[config.mk]
export PLATFORM = sky130hd
export DESIGN_NAME = spbs_ctrl
export DESIGN_NICKNAME = d
export VERILOG_FILES = /design/src/hw/rtl/spbs_pkg.sv /design/src/hw/rtl/spbs_ctrl.sv
export SDC_FILE = /design/constraint.sdc
export NUM_CORES = 1
export LEC_CHECK = 0
export BUFFER_PORTS_ARGS = -buffer_cell sky130_fd_sc_hd__buf_2
export CORE_AREA = 8 8 45 47
export CTS_BUF_LIST = sky130_fd_sc_hd__clkbuf_4 sky130_fd_sc_hd__clkbuf_8
export CTS_CLUSTER_SIZE = 12
export DETAILED_ROUTE_END_ITERATION = 10
export DIE_AREA = 0 0 53 55
export PLACE_DENSITY = 0.45
export SLEW_MARGIN = 20
export SYNTH_ARGS = -nofsm -noshare
export SYNTH_HDL_FRONTEND = slang
export SYNTH_SLANG_ARGS = --single-unit
export TNS_END_PERCENT = 10
[constraint.sdc]
create_clock -name i_clk -period 2.16 [get_ports i_clk]
set_clock_uncertainty 0.15 [all_clocks]
set_input_delay 0.432 -clock i_clk [delete_from_list [all_inputs] [get_ports i_clk]]
set_output_delay 0.432 -clock i_clk [all_outputs]
set_load 0.1 [all_outputs]
[src/hw/rtl/spbs_pkg.sv]
// spbs_pkg: shared types and constants for the spectral peak bin sieve
// no dependencies; imported by every module of the block

package spbs_pkg;

    localparam int LEN_W      = 7;
    localparam int NYQ_W      = 23;
    localparam int SCALE_W    = 32;
    localparam int DATA_W     = 24;
    localparam int CFG_DATA_W = 32;
    localparam int CFG_IDX_W  = 2;
    localparam int PROD_W     = NYQ_W + SCALE_W;
    localparam int BIN_SHIFT  = 40;
    localparam int BIN_W      = PROD_W - BIN_SHIFT;

    localparam logic [CFG_IDX_W-1:0] CFG_FRAME_LENGTH     = 2'd0;
    localparam logic [CFG_IDX_W-1:0] CFG_NYQUIST_LIMIT    = 2'd1;
    localparam logic [CFG_IDX_W-1:0] CFG_BINS_PER_HZ      = 2'd2;
    localparam logic [CFG_IDX_W-1:0] CFG_REMAINDER_ENABLE = 2'd3;

    localparam logic [LEN_W-1:0]   RST_FRAME_LENGTH     = 7'd64;
    localparam logic [NYQ_W-1:0]   RST_NYQUIST_LIMIT    = 23'd5644800;
    localparam logic [SCALE_W-1:0] RST_BINS_PER_HZ      = 32'd6233905;
    localparam logic               RST_REMAINDER_ENABLE = 1'b0;

    typedef struct packed {
        logic        [DATA_W-1:0] magnitude;
        logic signed [DATA_W-1:0] frequency;
    } t_in_word;

    typedef struct packed {
        logic        [DATA_W-1:0] bin_magnitude;
        logic signed [DATA_W-1:0] bin_frequency;
        logic        [DATA_W-1:0] unused_magnitude;
        logic signed [DATA_W-1:0] unused_frequency;
        logic                     last_of_frame;
    } t_out_word;

    typedef struct packed {
        logic [LEN_W-1:0]   frame_length;
        logic [NYQ_W-1:0]   nyquist_limit;
        logic [SCALE_W-1:0] bins_per_hz;
        logic               remainder_enable;
    } t_cfg;

    typedef struct packed {
        logic accept;
        logic index;
        logic update;
        logic claim;
        logic emit;
        logic cnt_clr;
        logic frame_clr;
    } t_dp_cmd;

    typedef struct packed {
        logic ends_frame;
        logic claim_last;
        logic emit_last;
    } t_dp_sts;

endpackage

[src/hw/rtl/spbs_ctrl.sv]
// spbs_ctrl: sequencing state machine for the spectral peak bin sieve
// depends on spbs_pkg; drives the datapath through t_dp_cmd, reads t_dp_sts

module spbs_ctrl
    import spbs_pkg::*;
(
    input  logic    i_clk,
    input  logic    i_rst_n,
    input  logic    start,
    output logic    busy,
    input  t_dp_sts i_sts,
    output t_dp_cmd o_cmd
);

    typedef enum logic [2:0] {
        S_IDLE,
        S_MUL,
        S_IDX,
        S_UPD,
        S_CLAIM,
        S_CDRAIN,
        S_EMIT
    } t_state;

    t_state r_state;
    t_state n_state;
    logic   w_accept;

    assign busy     = !((r_state == S_IDLE) || ((r_state == S_UPD) && !i_sts.ends_frame));
    assign w_accept = start && !busy;

    always_comb begin
        n_state         = r_state;
        o_cmd           = '0;
        o_cmd.accept    = w_accept;
        unique case (r_state)
            S_IDLE: begin
                if (w_accept) begin
                    n_state = S_MUL;
                end
            end
            S_MUL: begin
                n_state = S_IDX;
            end
            S_IDX: begin
                o_cmd.index = 1'b1;
                n_state     = S_UPD;
            end
            S_UPD: begin
                o_cmd.update  = 1'b1;
                o_cmd.cnt_clr = 1'b1;
                if (i_sts.ends_frame) begin
                    n_state = S_CLAIM;
                end else if (w_accept) begin
                    n_state = S_MUL;
                end else begin
                    n_state = S_IDLE;
                end
            end
            S_CLAIM: begin
                o_cmd.claim = 1'b1;
                if (i_sts.claim_last) begin
                    n_state = S_CDRAIN;
                end
            end
            S_CDRAIN: begin
                o_cmd.cnt_clr = 1'b1;
                n_state       = S_EMIT;
            end
            S_EMIT: begin
                o_cmd.emit = 1'b1;
                if (i_sts.emit_last) begin
                    o_cmd.frame_clr = 1'b1;
                    n_state         = S_IDLE;
                end
            end
            default: begin
                n_state = S_IDLE;
            end
        endcase
    end

    always_ff @(posedge i_clk) begin
        if (!i_rst_n) begin
            r_state <= S_IDLE;
        end else begin
            r_state <= n_state;
        end
    end

endmodule

# Word level (Yosys, flattened, before mapping)
# Index checks and enable logic that the tools add are counted.
[word_totals] out_inout_bits=8 register_bits=3
[op_classes] muxes=13 n_eq_ne=9 reduce_logical=8
[ops] cell="case mux 3 bit (7 select lines)" n=1
[ops] cell="two-way mux 3 bit" n=4
[ops] cell="== test 3 bit, second input constant" n=3
[ops] cell="two-way mux 1 bit" n=8
[ops] cell="== test 3 x 2 -> 1 bit, second input constant" n=2
[ops] cell="!= test 2 bit, second input constant" n=3
[ops] cell="== test 3 x 1 -> 1 bit, second input constant" n=1
[ops] cell="zero test 3 bit" n=1
[ops] cell="AND reduction 3 bit" n=1
[ops] cell="logical AND 1 bit" n=2
[ops] cell="zero test 1 bit" n=2
[ops] cell="OR reduction 2 bit" n=1
[ops] cell="logical OR 1 bit" n=1

# Logic depth before layout (Yosys ltp)
# Gate-level depths: netlist (run 1).
[depth] ltp_word=7 ltp_mapped=4

# Worst setup path after synthesis (run 1)
# Ideal clock, no wire load.
[synth_path] kind="input-to-output" start="input i_sts[2] (netlist name)" end="output o_cmd[6] (netlist name)" n_path_buf=1 cell_stages=4 arrival_ps=2325 required_time_ps=1578 setup_slack_ps=-747 cell_sequence="and3b_1 -> o21ai_1 -> nor2_1 -> buf_4"
[synth_between] elab_chain_cells=4
[synth_rtl] element="start: declaration" line_no="spbs_ctrl.sv:11" source="input t_dp_sts i_sts,"
[synth_rtl] element="zero test 1 bit" line_no="spbs_ctrl.sv:29" source="assign busy = !((r_state == S_IDLE) || ((r_state == S_UPD) && !i_sts.ends_frame));"
[synth_rtl] element="logical AND 1 bit" line_no="spbs_ctrl.sv:29"
[synth_rtl] element="logical OR 1 bit" line_no="spbs_ctrl.sv:29"
[synth_rtl] element="logical AND 1 bit" line_no="spbs_ctrl.sv:30" source="assign w_accept = start && !busy;"
[synth_rtl] element="end: declaration" line_no="spbs_ctrl.sv:12" source="output t_dp_cmd o_cmd"
# No other way between the ends.

==> impl_metrics.tcl, run 1 <==
set metrics [dict create \
    core_mm2 0.00138 \
    synth-compound-area-share_pct 25.4 \
    grt.total_usage_pct 4.59 \
    syn_inst 31 \
    pre_cts_slack_ns 0.363 \
    maxSlewHeadroom_pct 67.6 \
    timing.final.ws_setup_ns 0.200 \
    wirelength_um 617 \
    synth_warnings 0 \
    wl_per_cell_um 9.79 \
    power_density_mw_per_mm2 816 \
    endpoint "o_cmd[3]" \
    via_per_inst 3.98 \
    status "finished, final reports clean" \
    worstSetupPathType "flip-flop to primary output" \
    startpoint "r_state[2]" \
    leakagePower_nw 0.177 \
    ctsLongestPathBuffers 2 \
    cts_setup_buffers 0 \
    synthMuxAreaShare_pct 0 \
    root_buffer "clkbuf_4" \
    ys_seq_area_share_pct 26.5 \
    num_vias 251 \
    tns_ns 0 \
    syn_area_um2 226 \
    cts_resized 0 \
    fin_hold_ws_ns 0.289 \
    multi_input_area_um2 155 \
    syn-mean-instance-area_um2 7.31 \
    power_mw 0.303 \
    mostFrequentLayoutCells "buf_2, nor2_1, nand2b_1, clkbuf_4" \
    hold_viol 0 \
    rsz0062_at_grt "false" \
    timing.rr.end "r_state[0]" \
    drtAntennaViolNets 0 \
    grt_overflow 0 \
    grt_pass1_vias 253 \
    drt_iter0_markers 1 \
    regMostFlops "r_state" \
    antenna_found_initial 0 \
    slew_viol_final 0 \
    synth_fa_ha_area_share_pct 0 \
    design_area_um2 372 \
    fin_crit_sh_pct 90.7 \
    die_area_mm2 0.00292 \
    synth_seq_cells 3 \
    clock_latency_ns 0.23 \
    maxCapViolations 0 \
    grt_pass1_wl_um 959 \
    die_h_um 55 \
    ys_types 15 \
    initial_utilization_pct 16.4 \
    fp.dieW_um 53 \
    cts_buffers 3 \
    synth_top_family_by_area "simple AND/OR/NAND/NOR gates" \
    post_layout_nonfiller_instances 63 \
    synth_xor_area_share_pct 0 \
    reg2reg_depth 3 \
    required_ns 1.58 \
    gp_congestion 0.670 \
    post_dp_cell_area_um2 342 \
    regArea_um2 60.1 \
    layout.nets 54 \
    yosys.area_share.simple_pct 39.8 \
    r2r_start "r_state[2]" \
    antenna_cells 0 \
    reg2reg_slack_ns 0.88 \
    grt_max_degree 10 \
    io_pins 14 \
    top_regs "r_state: 3 flops" \
    fillers 160 \
    rows 14 \
    largest_reg_flops 3 \
    final_common_cell "buf_2" \
    utilization_pct 26.9 \
    drive_above_1_share_pct 42.6 \
    area_delta_synth_final_pct 64.1 \
    worst_pin_slew_ns 0.489 \
    period_needed_ns 1.96 \
    io_buffers 13 \
    drc 0 \
    setup_violations 0 \
    max_clock_freq_mhz 510 \
    placed_cells 59 \
    start_kind "flip-flop" \
    critPathCaptureType "primary output" \
    synthesis.nets 37 \
    cts.sinks 3 \
    cp.arrival_ns 1.38 \
    clk_pin_slew_ns 0.04 \
    htree_num_levels 1 \
    dr.pass1.iters 2 \
    hp-class "input pin to flip-flop" \
    hold_buffers 0 \
    cp_max_fo 9 \
    peakVddDrop_mv 0.198 \
    tritoncts "built" \
]
per-layer routing:
layer / routed length [µm] / vias up / track usage (%)
li1: - / 137 / -
met1: 254 / 103 / 3.95
met2: 248 / 11 / 6.84
met3: 113 / 0 / 2.94
met4: 0 / 0 / 5.17
met5: 0 / - / 0
worst min path at each step:
stage	end	slack [ns]	depth (start not counted)	from
6_report	r_state[0]	0.29	2	i_rst_n
5_1_grt	r_state[0]	0.31	2	i_rst_n
4_1_cts	r_state[0]	0.28	2	i_rst_n
3_5_place_dp	r_state[1]	0.49	2	r_state[1]
3_3_place_gp	r_state[1]	0.48	2	r_state[1]
2_1_floorplan	r_state[1]	0.40	1	i_rst_n
cells in the mapped netlist:
library cell	n	area (µm²)
dfxtp_1	3	60.1
a32o_1	1	10.0
o21ai_0	1	5.00
nor2b_1	2	12.5
a22oi_1	1	7.51
nor2_1	5	18.8
inv_1	3	11.3
nand2_1	1	3.75
nand2b_1	4	25.0
and3b_1	2	17.5
a21oi_1	3	15.0
nor3b_2	1	12.5
buf_4	1	7.51
o21a_1	2	15.0
o21ai_1	1	5.00
cell type report:
cell class,instances,area share (%)
Inverter,3,3.03
Sequential cell,3,16.2
Tap cell,16,5.39
Clock buffer,4,8.08
Multi-Input combinational cell,24,41.8
Timing Repair Buffer,13,25.6
critical path, cell delays in order, from the launching register on:
cell	delay (ns)
dfxtp_1	0.46
nor3b_2	0.24
buf_2	0.45
report_power, final:
part           total (mW)  switching, mW  leakage (nW)  internal, mW
clock network       0.110         0.0283        0.0184        0.0817
logic               0.125         0.0862         0.134        0.0391
registers          0.0679        0.00805        0.0246        0.0598
cell families (layout without fill, tap and decap cells):
kind of cell / Yosys count / after routing
and+or+nand+nor: 15 / 15
AOI/OAI and AO/OA: 9 / 9
buffers and inverters: 4 / 20
DFF: 3 / 3
No activity file was read; power rests on OpenSTA's default activity.
==> run 2, diff against run 1 <==
--- a/config.mk
+++ b/config.mk
@@ -5,6 +5,7 @@
 export SDC_FILE = /design/constraint.sdc
 export NUM_CORES = 1
 export LEC_CHECK = 0
+export ABC_AREA = 1
 export BUFFER_PORTS_ARGS = -buffer_cell sky130_fd_sc_hd__buf_2
 export CORE_AREA = 8 8 45 47
 export CTS_BUF_LIST = sky130_fd_sc_hd__clkbuf_4 sky130_fd_sc_hd__clkbuf_8
==> impl_metrics.tcl, run 2 <==
set metrics [dict create \
    holdPathStages 3 \
    r2r_start "r_state[2]" \
    via_per_inst 4.04 \
    design_area_um2 389 \
    antenna_cells 0 \
    yosysTopAreaCell "dfxtp_1" \
    root_buffer "clkbuf_4" \
    cts_buffers 3 \
    final_common_cell "buf_2" \
    fp.dieW_um 53 \
    rows 14 \
    setup_violations 0 \
    grt_use_met2_pct 7.42 \
    hold_buffers 0 \
    grt_overflow 0 \
    mostFrequentLayoutCells "buf_2, inv_1" \
    ys_async_sr_fraction_pct 0 \
    dr.pass1.iters 3 \
    max_clock_freq_mhz 494 \
    worst_pin_slew_ns 0.488 \
    required_ns 1.58 \
    io_buffers 13 \
    synth_warnings 0 \
    wl_per_cell_um 9.55 \
    core_mm2 0.00138 \
    cts.sinks 3 \
    antenna_found_initial 0 \
    num_vias 287 \
    leakagePower_nw 0.236 \
    hold_end "r_state[0]" \
    multi_input_area_um2 151 \
    cp.arrival_ns 1.44 \
    top_regs "r_state: 3 flops" \
    regMostFlops "r_state" \
    synthTopCellsByCount "inv_1, nand2_1, nand3_1, nor2_1, dfxtp_1" \
    hp-class "input pin to flip-flop" \
    placed_cells 67 \
    ys_types 14 \
    tritoncts "built" \
    met1_usage_pct 6.36 \
    hpwl_um 564 \
    ys_seq_area_share_pct 26.7 \
    top_usage_layer "met2" \
    reg2reg_slack_ns 0.89 \
    post_layout_nonfiller_instances 71 \
    hold_viol 0 \
    hp-start "i_rst_n" \
    layout.nets 62 \
    power_density_mw_per_mm2 843 \
    ys.flop_type "dfxtp_1" \
    netlist.area_leader.share_pct 26.7 \
    clk_pin_slew_ns 0.03 \
    ctsLongestPathBuffers 2 \
    regArea_um2 67.6 \
    die_h_um 55 \
    worstSetupPathType "flip-flop to primary output" \
    wirelength_um 678 \
    maxCapViolations 0 \
    drc 0 \
    yosysMostFrequentCell "inv_1" \
    htree_num_levels 1 \
    grt_pass1_wl_mm 1.19 \
    drive_above_1_share_pct 47.3 \
    post_dp_cell_area_um2 357 \
    fillers 172 \
    met3_usage_pct 4.81 \
    clock_latency_ns 0.23 \
    drt_iter0_markers 4 \
    rsz0062_at_grt "false" \
    initial_utilization_pct 16.3 \
    timing.rr.end "r_state[0]" \
    peakVddDrop_mv 0.273 \
    area_delta_synth_final_pct 72.8 \
    synth_edf_count 0 \
    syn_inst 39 \
    io_pins 14 \
    synthesis.nets 45 \
    grt_pass1_vias 278 \
    critPathCaptureType "primary output" \
    grt_max_degree 8 \
    fin_crit_sh_pct 93.7 \
    status "finished, final reports clean" \
    cts_resized 0 \
    die_area_mm2 0.00292 \
    synth_seq_cells 3 \
    reg2reg_depth 7 \
    syn-mean-instance-area_um2 5.77 \
    power_mw 0.328 \
    netlist_top_cells_area "dfxtp_1, inv_1, nand3_1, nand2_1, nor2_1" \
    grt.total_usage_pct 5.84 \
    start_kind "flip-flop" \
    maxSlewHeadroom_pct 67.7 \
    cp_max_fo 6 \
    drtAntennaViolNets 0 \
    slew_viol_final 0 \
    period_needed_ns 2.02 \
    largest_reg_flops 3 \
    gp_congestion 0.746 \
    syn_area_um2 225 \
    cts_setup_buffers 0 \
]
[run 2: cell types whose count changed after synthesis, sizes merged, moves of 4 or more]
| cell | previous run | this run |
|---|---|---|
| nand2b | 4 | 0 |
| inv | 3 | 10 |
| nand3 | 0 | 5 |
| nand2 | 1 | 6 |
[run 2: cell families after synthesis]
family	synth area share, %
AOI/OAI and AO/OA	13.9
DFF	26.7
buffers and inverters	20.0
and+or+nand+nor	39.4
[run 2: layer usage]
metal	vias to the layer above	wire length, µm
met2	9	283
met1	124	318
met3	2	68
li1	152	-
met5	-	0
met4	0	7
[run 2: how the worst max path moves through the flow]
stage | start | to | slack, ns | depth (start not counted)
2_1_floorplan | r_state[0] | o_cmd[6] | -0.36 | 5
3_3_place_gp | r_state[2] | busy | 0.30 | 3
3_5_place_dp | r_state[2] | busy | 0.31 | 3
4_1_cts | r_state[2] | busy | 0.05 | 3
5_1_grt | r_state[2] | o_cmd[6] | 0.04 | 4
6_report | r_state[2] | o_cmd[6] | 0.14 | 4
[run 2: area by class of cell]
type	count	area share [%]
sequential	3	17.4
timing repair buffer	13	21.2
clock buffer	4	7.72
multi-input combinational	25	38.9
tap	16	5.14
inverter	10	9.65
[run 2: power by group]
part           leakage, nW  internal, mW  switching (mW)
Sequential          0.0259        0.0623          0.0121
Clock               0.0184        0.0817          0.0289
Combinational        0.192        0.0327           0.110
Total                0.236         0.177           0.151
[run 2: metrics by stage]
step | hold slack (ns) | utilization (%) | worst slack [ns] | TNS, ns
after floorplan | 0.400 | - | -0.362 | -1.62
after global placement | 0.434 | 25.8 | 0.300 | 0
after detailed placement | 0.438 | 25.8 | 0.308 | 0
after CTS | 0.288 | 27.9 | 0.0530 | 0
after global routing | 0.288 | 28.1 | 0.0423 | 0
final | 0.295 | 28.1 | 0.136 | 0
[run 2: critical path, cell delays in order, from the launching register on]
cell and delay [ns]:
dfxtp_1 0.35, inv_1 0.21, a22oi_2 0.12, nor2_1 0.10, buf_2 0.42
==> run 3, diff against run 2 <==
--- a/config.mk
+++ b/config.mk
@@ -12,7 +12,7 @@
 export CTS_CLUSTER_SIZE = 12
 export DETAILED_ROUTE_END_ITERATION = 10
 export DIE_AREA = 0 0 53 55
-export PLACE_DENSITY = 0.45
+export PLACE_DENSITY = 0.46
 export SLEW_MARGIN = 20
 export SYNTH_ARGS = -nofsm -noshare
 export SYNTH_HDL_FRONTEND = slang
==> constraint.sdc (replaced) <==
create_clock -name i_clk -period 1.7 [get_ports i_clk]
set_clock_uncertainty 0.15 [all_clocks]
set_input_delay 0.34 -clock i_clk [delete_from_list [all_inputs] [get_ports i_clk]]
set_output_delay 0.34 -clock i_clk [all_outputs]
set_load 0.1 [all_outputs]
==> impl_metrics.tcl, run 3 (same netlist as run 2, synthesis figures left out) <==
set metrics [dict create \
    multi_input_area_um2 175 \
    die_area_mm2 0.00292 \
    antenna_found_initial 0 \
    hp-start "i_rst_n" \
    drtAntennaViolNets 0 \
    violations "negative setup slack" \
    layout.nets 67 \
    hold_buffers 0 \
    worstSetupPathType "flip-flop to primary output" \
    fin_hold_ws_ns 0.190 \
    drc 0 \
    clk_pin_slew_ns 0.04 \
    maxCapViolations 0 \
    fin_crit_sh_pct 101 \
    tritoncts "built" \
    ctsLongestPathBuffers 2 \
    io_buffers 13 \
    hp-class "input pin to flip-flop" \
    fp.dieW_um 53 \
    gp_congestion 0.775 \
    leakagePower_nw 0.286 \
    hpwl_um 631 \
    rows 14 \
    initial_utilization_pct 16.3 \
    cts_buffers 3 \
    grt_pass1_vias 320 \
    root_buffer "clkbuf_4" \
    reg2reg_slack_ns 0.41 \
    largest_reg_flops 3 \
    max_stage_delay_ns 0.36 \
    top_regs "r_state: 3 flops" \
    cp_max_fo 5 \
    drive_above_1_share_pct 61.7 \
    wirelength_um 756 \
    grt.total_usage_pct 6.12 \
    num_vias 311 \
    antenna_cells 0 \
    io_pins 14 \
    start_kind "flip-flop" \
    critPathCaptureType "primary output" \
    regMostFlops "r_state" \
    max_clock_freq_mhz 582 \
    setup_violations 2 \
    maxSlewHeadroom_pct 82.0 \
    wl_per_cell_um 9.95 \
    grt_max_degree 7 \
    power_mw 0.495 \
    core_mm2 0.00138 \
    fillers 148 \
    mostFrequentLayoutCells "inv_1, buf_12, nand3_1, nand2_1, buf_2" \
    area_delta_synth_final_pct 148 \
    rsz0062_at_grt "true" \
    critPathTopFamily "flip-flops" \
    dr.pass1.iters 2 \
    cts.sinks 3 \
    clock_latency_ns 0.24 \
    hold_viol 0 \
    cp_num_buf_inv 1 \
    htree_num_levels 1 \
    via_per_inst 4.09 \
    power_density_mw_per_mm2 887 \
    status "finished, violations left" \
    die_h_um 55 \
    worst_pin_slew_ns 0.270 \
    grt_overflow 0 \
    slowest_stage "dfxtp_4" \
    regArea_um2 68.8 \
    slew_viol_final 0 \
    required_ns 1.21 \
    period_needed_ns 1.72 \
    cp.arrival_ns 1.23 \
    tns_ns -0.0209 \
    drt_iter0_markers 1 \
    grt_pass1_wl_mm 1.32 \
    path_cells "nand2_4, nor2_4, a22oi_2, nor2_2, buf_12" \
    r2r_start "r_state[2]" \
    peakVddDrop_mv 0.350 \
    timing.final.ws_setup_ns -0.0179 \
    startpoint "r_state[1]" \
]
==> run 3: repair_timing <==
item,CTS,global route
setup endpoints to repair,4,6
gates resized for setup,9,0
pin swaps,4,1
buffers inserted,2,0
==> run 3: worst paths after layout <==
check,end,cells past startpoint
max,o_cmd[6],5
min,r_state[2],3
max reg2reg,r_state[0],7
min reg2reg,r_state[0],3
==> run 3: layout make-up <==
| type | instances | area share (%) |
|---|---|---|
| clock buffers | 4 | 5.38 |
| inverters | 10 | 6.73 |
| multi-input cells | 25 | 31.4 |
| flip-flops and latches | 3 | 12.3 |
| well taps | 16 | 3.59 |
| repair buffers | 18 | 40.6 |
==> run 3: worst min-delay path, stage by stage <==
cell     delay [ns]
buf_2          0.10
nand2_1        0.05
a21oi_1        0.03
==> run 3: report_power, final <==
group	switching (mW)	total [mW]	internal, mW
sequential	0.0151	0.0944	0.0793
clock	0.0375	0.141	0.104
combinational	0.160	0.259	0.0991
==> run 3: per-layer routing <==
| layer | routed length [µm] | GRT usage (%) | share of wire, % | vias up |
|---|---|---|---|---|
| li1 | - | - | - | 163 |
| met1 | 284 | 6.68 | 38 | 142 |
| met2 | 427 | 9.57 | 56 | 6 |
| met3 | 44 | 2.67 | 5.8 | 0 |
| met4 | 0 | 3.88 | 0 | 0 |
| met5 | 0 | 0 | 0 | - |
==> run 3: stage by stage <==
step / utilization [%] / instances / setup slack [ns] / cell area (µm²)
2_1_floorplan: - / 39 / -0.736 / 270
3_3_place_gp: 35.2 / 70 / 0.106 / 487
3_5_place_dp: 35.2 / 70 / 0.0944 / 487
4_1_cts: 40.3 / 76 / -0.0388 / 558
5_1_grt: 40.3 / 76 / -0.0803 / 558
6_report: 40.3 / 76 / -0.0179 / 558
